## src/rtl/c3lb_pkg.sv

```systemverilog
package c3lb_pkg;

	localparam int MAX_WIDTH = 128;
	localparam int MAX_HEIGHT = 128;
	localparam int MIN_SIZE = 3;
	localparam int SIZE_W = 8;
	localparam int PIX_W = 8;
	localparam int COEF_W = 8;
	localparam int PROD_W = 16;
	localparam int COL_W = $clog2(MAX_WIDTH);
	localparam int PC_W = $clog2(MAX_WIDTH * MAX_HEIGHT);
	localparam int TOTAL_W = PC_W + 1;
	localparam int PIX_MAX = 255;
	localparam int OUT_FIFO_DEPTH = 8;
	localparam int ADDR_W = 5;
	localparam int DATA_W = 32;
	localparam int COEF_ROW_W = 24;

	typedef logic [PIX_W-1:0] pix_t;
	typedef logic signed [COEF_W-1:0] coef_t;
	typedef logic signed [PROD_W-1:0] acc_t;

	typedef enum logic [2:0] {
		REG_WIDTH  = 3'd0,
		REG_HEIGHT = 3'd1,
		REG_COEF0  = 3'd2,
		REG_COEF1  = 3'd3,
		REG_COEF2  = 3'd4
	} reg_idx_t;

	typedef struct packed {
		logic valid;
		logic emit;
		logic last;
	} tag_t;

	typedef struct packed {
		pix_t pixel;
		logic last;
	} result_t;

	function automatic logic [SIZE_W-1:0] sat_size(logic [SIZE_W-1:0] v,
		logic [SIZE_W-1:0] hi);
		logic [SIZE_W-1:0] r;
		if (v < SIZE_W'(MIN_SIZE)) begin
			r = SIZE_W'(MIN_SIZE);
		end else if (v > hi) begin
			r = hi;
		end else begin
			r = v;
		end
		return r;
	endfunction

endpackage

```

## src/rtl/c3lb_ram.sv

```systemverilog
module c3lb_ram #(
	parameter int WIDTH = 16,
	parameter int DEPTH = 128
) (
	input  logic                     clk,
	input  logic                     we,
	input  logic [$clog2(DEPTH)-1:0] waddr,
	input  logic [WIDTH-1:0]         wdata,
	input  logic [$clog2(DEPTH)-1:0] raddr,
	output logic [WIDTH-1:0]         rdata
);

	logic [WIDTH-1:0] mem [0:DEPTH-1];
	logic [WIDTH-1:0] rdata_q;

	always_ff @(posedge clk) begin
		if (we) begin
			mem[waddr] <= wdata;
		end
		rdata_q <= mem[raddr];
	end

	assign rdata = rdata_q;

endmodule

```

## src/rtl/c3lb_cell.sv

```systemverilog
module c3lb_cell (
	input  logic            clk,
	input  logic            arst_n,
	input  logic            shift_en,
	input  c3lb_pkg::pix_t  pix_in,
	input  c3lb_pkg::coef_t coef,
	output c3lb_pkg::pix_t  pix,
	output c3lb_pkg::acc_t  prod
);

	c3lb_pkg::pix_t pix_q;
	c3lb_pkg::acc_t prod_s2;
	logic signed [c3lb_pkg::PIX_W+c3lb_pkg::COEF_W:0] full_prod;

	always_ff @(posedge clk or negedge arst_n) begin
		if (!arst_n) begin
			pix_q <= '0;
		end else if (shift_en) begin
			pix_q <= pix_in;
		end
	end

	// The pixel is unsigned, so it gets a zero sign bit before the signed multiply.
	assign full_prod = $signed({1'b0, pix_q}) * coef;

	always_ff @(posedge clk) begin
		prod_s2 <= full_prod[c3lb_pkg::PROD_W-1:0];
	end

	assign pix = pix_q;
	assign prod = prod_s2;

endmodule

```

## src/rtl/c3lb_out_fifo.sv

```systemverilog
module c3lb_out_fifo (
	input  logic                                      clk,
	input  logic                                      arst_n,
	input  logic                                      push,
	input  c3lb_pkg::result_t                         push_data,
	input  logic                                      pop,
	output c3lb_pkg::result_t                         pop_data,
	output logic                                      not_empty,
	output logic [$clog2(c3lb_pkg::OUT_FIFO_DEPTH):0] count
);

	localparam int AW = $clog2(c3lb_pkg::OUT_FIFO_DEPTH);

	c3lb_pkg::result_t mem_q [0:c3lb_pkg::OUT_FIFO_DEPTH-1];
	logic [AW-1:0] wr_ptr_q;
	logic [AW-1:0] rd_ptr_q;
	logic [AW:0]   count_q;
	logic          do_pop;

	assign not_empty = (count_q != '0);
	assign do_pop = pop && not_empty;

	always_ff @(posedge clk or negedge arst_n) begin
		if (!arst_n) begin
			wr_ptr_q <= '0;
			rd_ptr_q <= '0;
			count_q <= '0;
		end else begin
			if (push) begin
				wr_ptr_q <= wr_ptr_q + 1'b1;
			end
			if (do_pop) begin
				rd_ptr_q <= rd_ptr_q + 1'b1;
			end
			if (push && !do_pop) begin
				count_q <= count_q + 1'b1;
			end else if (!push && do_pop) begin
				count_q <= count_q - 1'b1;
			end
		end
	end

	always_ff @(posedge clk) begin
		if (push) begin
			mem_q[wr_ptr_q] <= push_data;
		end
	end

	assign pop_data = mem_q[rd_ptr_q];
	assign count = count_q;

endmodule

```

## src/rtl/conv3x3_line_buffer_filter.sv

```systemverilog
// 3x3 convolution over a raster pixel stream. One pixel is accepted per clock
// cycle while in_stall is low. Each completed window passes through line store
// read, window shift, nine multipliers, row sums, final sum and clamp, and its
// filtered pixel leaves through an eight-entry output queue. in_stall rises
// only when that queue plus the items in flight could fill it, so a short
// out_stall does not reach the input. The two previous lines are kept in a
// 128-row RAM whose rows carry valid bits, so a row never written reads as zero
// right after reset. Frame size and coefficients are to be written over the APB
// port while no item is in flight (not enforced); mid-frame writes keep the counters.
module conv3x3_line_buffer_filter (
	input  logic                          clk,
	input  logic                          arst_n,
	input  logic                          in_valid,
	output logic                          in_stall,
	input  logic [7:0]                    in_pixel,
	output logic                          out_valid,
	input  logic                          out_stall,
	output logic [7:0]                    out_pixel,
	output logic                          frame_last,
	input  logic                          psel,
	input  logic                          penable,
	input  logic                          pwrite,
	input  logic [c3lb_pkg::ADDR_W-1:0]   paddr,
	input  logic [c3lb_pkg::DATA_W-1:0]   pwdata,
	output logic [c3lb_pkg::DATA_W-1:0]   prdata,
	output logic                          pready
);

	localparam int SW = c3lb_pkg::SIZE_W;
	localparam int TW = c3lb_pkg::TOTAL_W;
	localparam int CW = c3lb_pkg::COL_W;
	localparam int PW = c3lb_pkg::PC_W;
	localparam int FCW = $clog2(c3lb_pkg::OUT_FIFO_DEPTH) + 1;

	// Configuration registers.
	logic [SW-1:0] width_q;
	logic [SW-1:0] height_q;
	logic [c3lb_pkg::COEF_ROW_W-1:0] coef_q [0:2];
	logic cfg_wr;
	c3lb_pkg::reg_idx_t cfg_idx;

	assign pready = 1'b1;
	assign cfg_wr = psel && penable && pwrite && pready;
	assign cfg_idx = c3lb_pkg::reg_idx_t'(paddr[4:2]);

	always_ff @(posedge clk or negedge arst_n) begin
		if (!arst_n) begin
			width_q <= SW'(c3lb_pkg::MAX_WIDTH);
			height_q <= SW'(c3lb_pkg::MAX_HEIGHT);
			coef_q[0] <= '0;
			coef_q[1] <= '0;
			coef_q[2] <= '0;
		end else if (cfg_wr) begin
			case (cfg_idx)
				c3lb_pkg::REG_WIDTH: width_q <= pwdata[SW-1:0];
				c3lb_pkg::REG_HEIGHT: height_q <= pwdata[SW-1:0];
				c3lb_pkg::REG_COEF0: coef_q[0] <= pwdata[c3lb_pkg::COEF_ROW_W-1:0];
				c3lb_pkg::REG_COEF1: coef_q[1] <= pwdata[c3lb_pkg::COEF_ROW_W-1:0];
				c3lb_pkg::REG_COEF2: coef_q[2] <= pwdata[c3lb_pkg::COEF_ROW_W-1:0];
				default: ;
			endcase
		end
	end

	always_comb begin
		case (cfg_idx)
			c3lb_pkg::REG_WIDTH: prdata = c3lb_pkg::DATA_W'(width_q);
			c3lb_pkg::REG_HEIGHT: prdata = c3lb_pkg::DATA_W'(height_q);
			c3lb_pkg::REG_COEF0: prdata = c3lb_pkg::DATA_W'(coef_q[0]);
			c3lb_pkg::REG_COEF1: prdata = c3lb_pkg::DATA_W'(coef_q[1]);
			c3lb_pkg::REG_COEF2: prdata = c3lb_pkg::DATA_W'(coef_q[2]);
			default: prdata = '0;
		endcase
	end

	// Frame position. Counters left beyond a new, smaller size restart at zero.
	logic [SW-1:0] w_eff;
	logic [SW-1:0] h_eff;
	logic [TW-1:0] total;
	logic [TW-1:0] pc_eff;
	logic [CW-1:0] col_eff;
	logic [CW-1:0] col_next;
	logic [CW-1:0] col_q;
	logic [PW-1:0] pc_q;
	logic          is_last;
	logic          is_emit;
	logic          in_acc;

	assign w_eff = c3lb_pkg::sat_size(width_q, SW'(c3lb_pkg::MAX_WIDTH));
	assign h_eff = c3lb_pkg::sat_size(height_q, SW'(c3lb_pkg::MAX_HEIGHT));
	assign total = TW'(w_eff) * TW'(h_eff);
	assign pc_eff = (TW'(pc_q) >= total) ? '0 : TW'(pc_q);
	assign col_eff = (SW'(col_q) >= w_eff) ? '0 : col_q;
	assign col_next = (SW'(col_eff) == w_eff - 1'b1) ? '0 : col_eff + 1'b1;
	assign is_last = (pc_eff == total - 1'b1);
	assign is_emit = (pc_eff >= (TW'(w_eff) << 1) + TW'(2)) && (col_eff > CW'(1));
	assign in_acc = in_valid && !in_stall;

	always_ff @(posedge clk or negedge arst_n) begin
		if (!arst_n) begin
			col_q <= '0;
			pc_q <= '0;
		end else if (in_acc) begin
			if (is_last) begin
				col_q <= '0;
				pc_q <= '0;
			end else begin
				col_q <= col_next;
				pc_q <= pc_eff[PW-1:0] + 1'b1;
			end
		end
	end

	// Pipeline tags and payload.
	c3lb_pkg::tag_t tag_s1, tag_s2, tag_s3, tag_s4;
	c3lb_pkg::pix_t px_s1;
	logic [CW-1:0]  col_s1;
	logic           row_ok_s1;
	logic [c3lb_pkg::MAX_WIDTH-1:0] row_valid_q;

	always_ff @(posedge clk or negedge arst_n) begin
		if (!arst_n) begin
			tag_s1 <= '0;
			tag_s2 <= '0;
			tag_s3 <= '0;
			tag_s4 <= '0;
			row_valid_q <= '0;
		end else begin
			tag_s1 <= '{valid: in_acc, emit: is_emit, last: is_last};
			tag_s2 <= tag_s1;
			tag_s3 <= tag_s2;
			tag_s4 <= tag_s3;
			if (tag_s1.valid) begin
				row_valid_q[col_s1] <= 1'b1;
			end
		end
	end

	always_ff @(posedge clk) begin
		if (in_acc) begin
			px_s1 <= in_pixel;
			col_s1 <= col_eff;
			row_ok_s1 <= row_valid_q[col_eff];
		end
	end

	// Line store: low byte is the older line, high byte the newer one.
	logic [2*c3lb_pkg::PIX_W-1:0] ram_rdata;
	c3lb_pkg::pix_t top_pix;
	c3lb_pkg::pix_t mid_pix;

	c3lb_ram #(
		.WIDTH(2 * c3lb_pkg::PIX_W),
		.DEPTH(c3lb_pkg::MAX_WIDTH)
	) u_line_ram (
		.clk(clk),
		.we(tag_s1.valid),
		.waddr(col_s1),
		.wdata({px_s1, mid_pix}),
		.raddr(col_eff),
		.rdata(ram_rdata)
	);

	assign top_pix = row_ok_s1 ? ram_rdata[c3lb_pkg::PIX_W-1:0] : '0;
	assign mid_pix = row_ok_s1 ? ram_rdata[2*c3lb_pkg::PIX_W-1:c3lb_pkg::PIX_W] : '0;

	// Window: three rows of three cells, each shifting toward column 0.
	c3lb_pkg::pix_t new_pix [0:2];
	c3lb_pkg::pix_t win_pix [0:8];
	c3lb_pkg::acc_t prod [0:8];

	assign new_pix[0] = top_pix;
	assign new_pix[1] = mid_pix;
	assign new_pix[2] = px_s1;

	for (genvar r = 0; r < 3; r++) begin : g_row
		for (genvar c = 0; c < 3; c++) begin : g_col
			c3lb_pkg::pix_t cell_in;
			if (c == 2) begin : g_newest
				assign cell_in = new_pix[r];
			end else begin : g_older
				assign cell_in = win_pix[r*3+c+1];
			end
			c3lb_cell u_cell (
				.clk(clk),
				.arst_n(arst_n),
				.shift_en(tag_s1.valid),
				.pix_in(cell_in),
				.coef(coef_q[r][c*c3lb_pkg::COEF_W +: c3lb_pkg::COEF_W]),
				.pix(win_pix[r*3+c]),
				.prod(prod[r*3+c])
			);
		end
	end

	// Sum wraps at 16 bits, then clamps to a byte.
	c3lb_pkg::acc_t row_sum_s3 [0:2];
	c3lb_pkg::acc_t full_sum;
	c3lb_pkg::pix_t out_pix;

	always_ff @(posedge clk) begin
		for (int r = 0; r < 3; r++) begin
			row_sum_s3[r] <= prod[r*3] + prod[r*3+1] + prod[r*3+2];
		end
	end

	assign full_sum = row_sum_s3[0] + row_sum_s3[1] + row_sum_s3[2];

	// The clamped pixel goes straight into the queue in the same cycle as its tag.
	always_comb begin
		if (full_sum[c3lb_pkg::PROD_W-1]) begin
			out_pix = '0;
		end else if (full_sum > c3lb_pkg::acc_t'(c3lb_pkg::PIX_MAX)) begin
			out_pix = c3lb_pkg::PIX_W'(c3lb_pkg::PIX_MAX);
		end else begin
			out_pix = full_sum[c3lb_pkg::PIX_W-1:0];
		end
	end

	// Output queue with credit: every item in flight holds one entry.
	c3lb_pkg::result_t fifo_in;
	c3lb_pkg::result_t fifo_out;
	logic [FCW-1:0] fifo_count;
	logic [2:0]     inflight;
	logic           fifo_push;

	assign fifo_push = tag_s4.valid && tag_s4.emit;
	assign fifo_in = '{pixel: out_pix, last: tag_s4.last};
	assign inflight = 3'(tag_s1.valid) + 3'(tag_s2.valid) + 3'(tag_s3.valid)
		+ 3'(tag_s4.valid);
	assign in_stall = ((FCW+1)'(fifo_count) + (FCW+1)'(inflight))
		>= (FCW+1)'(c3lb_pkg::OUT_FIFO_DEPTH);

	c3lb_out_fifo u_out_fifo (
		.clk(clk),
		.arst_n(arst_n),
		.push(fifo_push),
		.push_data(fifo_in),
		.pop(!out_stall),
		.pop_data(fifo_out),
		.not_empty(out_valid),
		.count(fifo_count)
	);

	assign out_pixel = fifo_out.pixel;
	assign frame_last = fifo_out.last;

	a_no_overflow: assert property (@(posedge clk) disable iff (!arst_n)
		((FCW+1)'(fifo_count) + (FCW+1)'(inflight))
			<= (FCW+1)'(c3lb_pkg::OUT_FIFO_DEPTH))
		else $error("output queue credit exceeded");

	a_row_marked: assert property (@(posedge clk) disable iff (!arst_n)
		tag_s1.valid |=> row_valid_q[$past(col_s1)])
		else $error("line store row not marked valid after write");

	a_frame_wrap: assert property (@(posedge clk) disable iff (!arst_n)
		(tag_s1.valid && tag_s1.last) |-> (pc_q == '0 && col_q == '0))
		else $error("counters not cleared after last pixel of frame");

	a_emit_column: assert property (@(posedge clk) disable iff (!arst_n)
		(tag_s1.valid && tag_s1.emit) |-> (col_s1 > CW'(1)))
		else $error("result scheduled at a column below two");

endmodule
```

## config.mk

```make
export PLATFORM = sky130hd
export DESIGN_NAME = conv3x3_line_buffer_filter
export DESIGN_NICKNAME = d
export VERILOG_FILES = /design/src/rtl/c3lb_pkg.sv /design/src/rtl/c3lb_ram.sv /design/src/rtl/c3lb_cell.sv /design/src/rtl/c3lb_out_fifo.sv /design/src/rtl/conv3x3_line_buffer_filter.sv
export SDC_FILE = /design/constraint.sdc
export NUM_CORES = 2
export LEC_CHECK = 0
export ABC_AREA = 1
export BUFFER_PORTS_ARGS = -buffer_cell sky130_fd_sc_hd__buf_2
export CORE_MARGIN = 1
export CORE_UTILIZATION = 55
export DETAILED_ROUTE_END_ITERATION = 10
export PLACE_DENSITY = 0.77
export SYNTH_ARGS = -nofsm -noshare
export SYNTH_HDL_FRONTEND = slang
export SYNTH_SLANG_ARGS = --single-unit
```

## constraint.sdc

```tcl
create_clock -name clk -period 6.8 [get_ports clk]
set_input_delay 1.36 -clock clk [delete_from_list [all_inputs] [get_ports clk]]
set_output_delay 1.36 -clock clk [all_outputs]
set_load 0.1 [all_outputs]
```

==> flow_summary.toml <==
[outcome]
status = "finished, final reports clean"

[route]
viasPerCell = 5.697
num_vias = 93673
drt-initial-drc-count = 10978
first_pass_iters = 6
avgRoutedWirePerCell_um = 21.08
ant_nets = 0
routed_wl_um = 346500
drc = 0

[power]
powerDensity_mw_per_mm2 = 454.8
total_power_uw = 66900
combPwrFrac = 0.434
p_switching_uw = 27900
switching_share = 0.4171
p_int_uw = 39000
ir_worst_vdd_mv = 0.4696
p_leak_uw = 0.06387
seqPwrFrac = 0.339
clkPwrFrac = 0.228

[clocking]
clock_path_buffers = 4
numCtsBuffers = 287
cts.clk_slew.worst_paths_ns = 0.06
clkSinkCount = 2675
worstSkewPairLatency_ns = 0.94
cts_tree = "done"
cts_max_level = 5
root_buffer = "clkbuf_16"

[grt]
track_usage = 0.2839
grt_max_degree = 160
grt_pass1_wl_um = 529800
antenna_found_initial = 7
grt_overflow = 0
grt_pass1_vias = 90911

[hold_path]
min_from = "tag_s2[0]$_DFF_PN0_"
hp-class = "flip-flop to flip-flop"
min_to = "tag_s3[0]$_DFF_PN0_"
whs_path_depth = 0

[sta]
finClkSkew_ns = 0.06995
period_minus_slack_ns = 6.548
fmax_ghz = 0.1527
setup_violations = 0
whs_ns = 0.3452
worstMarginPinSlew_ns = 1.337
hold_viol = 0
relSlewSlack = 0.1067
final_max_slew_viol_count = 0
layout_setup_ws_ns = 0.2519
finalCritPeriodShare = 0.9630

[finish]
mostFrequentLayoutCells = "2,493 x nand2_1, 2,136 x edfxtp_1, 1,764 x inv_1"
drive_gt1_frac = 0.08142
area_growth_pct = 10.59
nets = 14023
multiInputGateArea_mm2 = 0.04708
fin_area_mm2 = 0.1471
mostFrequentLayoutCell = "nand2_1"
ff_latch_area_mm2 = 0.07659
final_core_utilization = 0.6116
fill_cells = 18341

[yosys]
synth.area.top_cells = "edfxtp_1 48%, nand2_1 7.1%, fa_1 6.6%"
synthCells = 13035
async_flop_share = 0.1237
yosysSeqAreaShare = 0.5758
yosysWarnings = 0
synth_top_area_cell = "edfxtp_1"
synth_edf_count = 2136
synth.distinct_cells = 52
synth_top_area_share = 0.4822
synth.avg_cell_area_um2 = 10.21
synth_area_mm2 = 0.1330
synth_ff_type = "edfxtp_1"
ys_ff_latch = 2675

[critical_path]
cp_slowest_stage_delay_ns = 0.55
crit_start = "width_q[3]$_DFFE_PN0P_"
startpoint_type = "flip-flop"
arrival_ns = 7.37
end_kind = "flip-flop"
cp_common_cell = "nand2_2"
cp_max_fo = 8
r2r_slack_ns = 0.25
slowest_stage = "fa_1"
crit_required_ns = 7.62
r2r_cells = 39
worstSetupPathType = "flip-flop to flip-flop"
reg2reg_to = "tag_s1[1]$_DFF_PN0_"
worst_r2r_startpoint = "width_q[3]$_DFFE_PN0P_"

[place]
gp_congestion = 0.9083
portBuffers = 76
pre_cts_ws_ns = -0.04174
dp_hpwl_um = 214300
placed_cell_area_mm2 = 0.1376

[floorplanning]
die_y_um = 493.8
fp-row-count = 180
dieArea_mm2 = 0.2438
die_w_um = 493.8
core_mm2 = 0.2405
io_pins = 96
start_util = 0.5530

[job]
drv_cap = 0
synth_stat cells (5+ instances only):
| cell | instances |
|---|---|
| nor2_1 | 1313 |
| nor2_2 | 8 |
| dfxtp_1 | 208 |
| nand3b_1 | 9 |
| clkbuf_1 | 422 |
| nand2_1 | 2518 |
| xnor2_1 | 80 |
| o21ai_1 | 18 |
| buf_1 | 58 |
| dfrtp_1 | 329 |
| nand3_1 | 996 |
| nand4_1 | 50 |
| buf_2 | 218 |
| nand2_2 | 12 |
| buf_4 | 16 |
| o21ai_0 | 892 |
| o211ai_1 | 245 |
| nor3_1 | 25 |
| o21bai_1 | 6 |
| inv_1 | 1782 |
| inv_2 | 5 |
| a31oi_1 | 12 |
| buf_6 | 7 |
| nand3_2 | 8 |
| a221oi_1 | 6 |
| fa_1 | 436 |
| edfxtp_1 | 2136 |
| a21oi_1 | 428 |
| or2_2 | 110 |
| xor2_1 | 131 |
| o22ai_1 | 9 |
| ha_1 | 490 |
| a21o_1 | 8 |
worst max-delay path by stage:
stage	endpoint	slack (ns)	cells after the start
floorplan	tag_s1[1]$_DFF_PN0_	0.36	42
global placement	tag_s1[1]$_DFF_PN0_	-0.07	40
detailed placement	tag_s1[1]$_DFF_PN0_	-0.04	41
CTS	tag_s1[1]$_DFF_PN0_	0.05	37
global route	tag_s1[1]$_DFF_PN0_	-0.08	38
finish	tag_s1[1]$_DFF_PN0_	0.25	39
worst max-delay path, delay by kind of cell, from the launching register on:
family	cells	cell delay (ns)
compound gates	3	0.51
fa+ha+maj	7	2.83
buf+inv	6	0.50
flops	1	0.39
simple gates	23	2.20
kinds of logic (layout without fill, tap and decap cells):
kind of cell	after synthesis	count (layout)	share of synthesized area
adder cells (fa/ha/maj)	926	926	0.1117
flip-flops	2675	2675	0.5758
AO/OA/AOI/OAI	1648	1648	0.06783
other	2	14	0.00005646
multiplexers	4	4	0.0003386
AND/OR/NAND/NOR	5057	5057	0.1566
buffers and inverters	2512	2722	0.07378
XOR/XNOR	211	211	0.01389
registers in the layout, indices dropped and copies added (netlist names):
register and flops:
coef_q 72, col_q 7, col_s1 7, fifo_in 1, g_row.g_col.cell_in 8, g_row.g_col.u_cell.pix 72, g_row.g_col.u_cell.prod 144, height_q 8
pc_q 14, row_ok_s1 1, row_sum_s3 48, row_valid_q 128, tag_s1 3, tag_s2 3, tag_s3 3, tag_s4 2
u_line_ram.mem 2048, u_line_ram.rdata 16, u_out_fifo.count 4, u_out_fifo.mem_q 72, u_out_fifo.rd_ptr_q 3, u_out_fifo.wr_ptr_q 3, width_q 8
routing by layer:
metal / vias up / GRT usage / share of wire / wire [µm]
met3: 952 / 0.05229 / 0.10 / 35330
met5: - / 0 / 0.000032 / 11
met1: 45050 / 0.3750 / 0.38 / 132000
met2: 4855 / 0.4566 / 0.47 / 161700
met4: 2 / 0.1328 / 0.051 / 17530
li1: 42814 / - / - / -
power groups by stage:
stage	logic, µW	clock network, µW	registers (µW)
after CTS	28400	15300	22600
after detailed placement	28100	0	22900
after global routing	32200	16000	22800
after global placement	27400	0	22900
after floorplan	20000	0	22100
final	29000	15200	22700
area by class of cell:
cell class,instances,share of cell area
clock buffer,364,0.05247
antenna,4,0.00006804
timing repair buffer,434,0.02473
clock inverter,133,0.008863
multi-input combinational,7856,0.3200
inverter,1791,0.04607
sequential,2675,0.5207
tap,3185,0.02709
per-stage QoR:
step	setup TNS (ns)	instances
after floorplan	0	13043
after global placement	-0.07093	15928
after detailed placement	-0.04174	15929
after CTS	0	16427
after global routing	-0.6934	16440
final	0	16442
timing repair:
action,4_1_cts,5_1_grt
hold buffers,0,0
cloned,0,1
pin swaps,1,34
buffers inserted,1,10
setup endpoints to repair,8,23
resized for setup,2,82
Note: power is estimated with default switching activity, not from simulation.
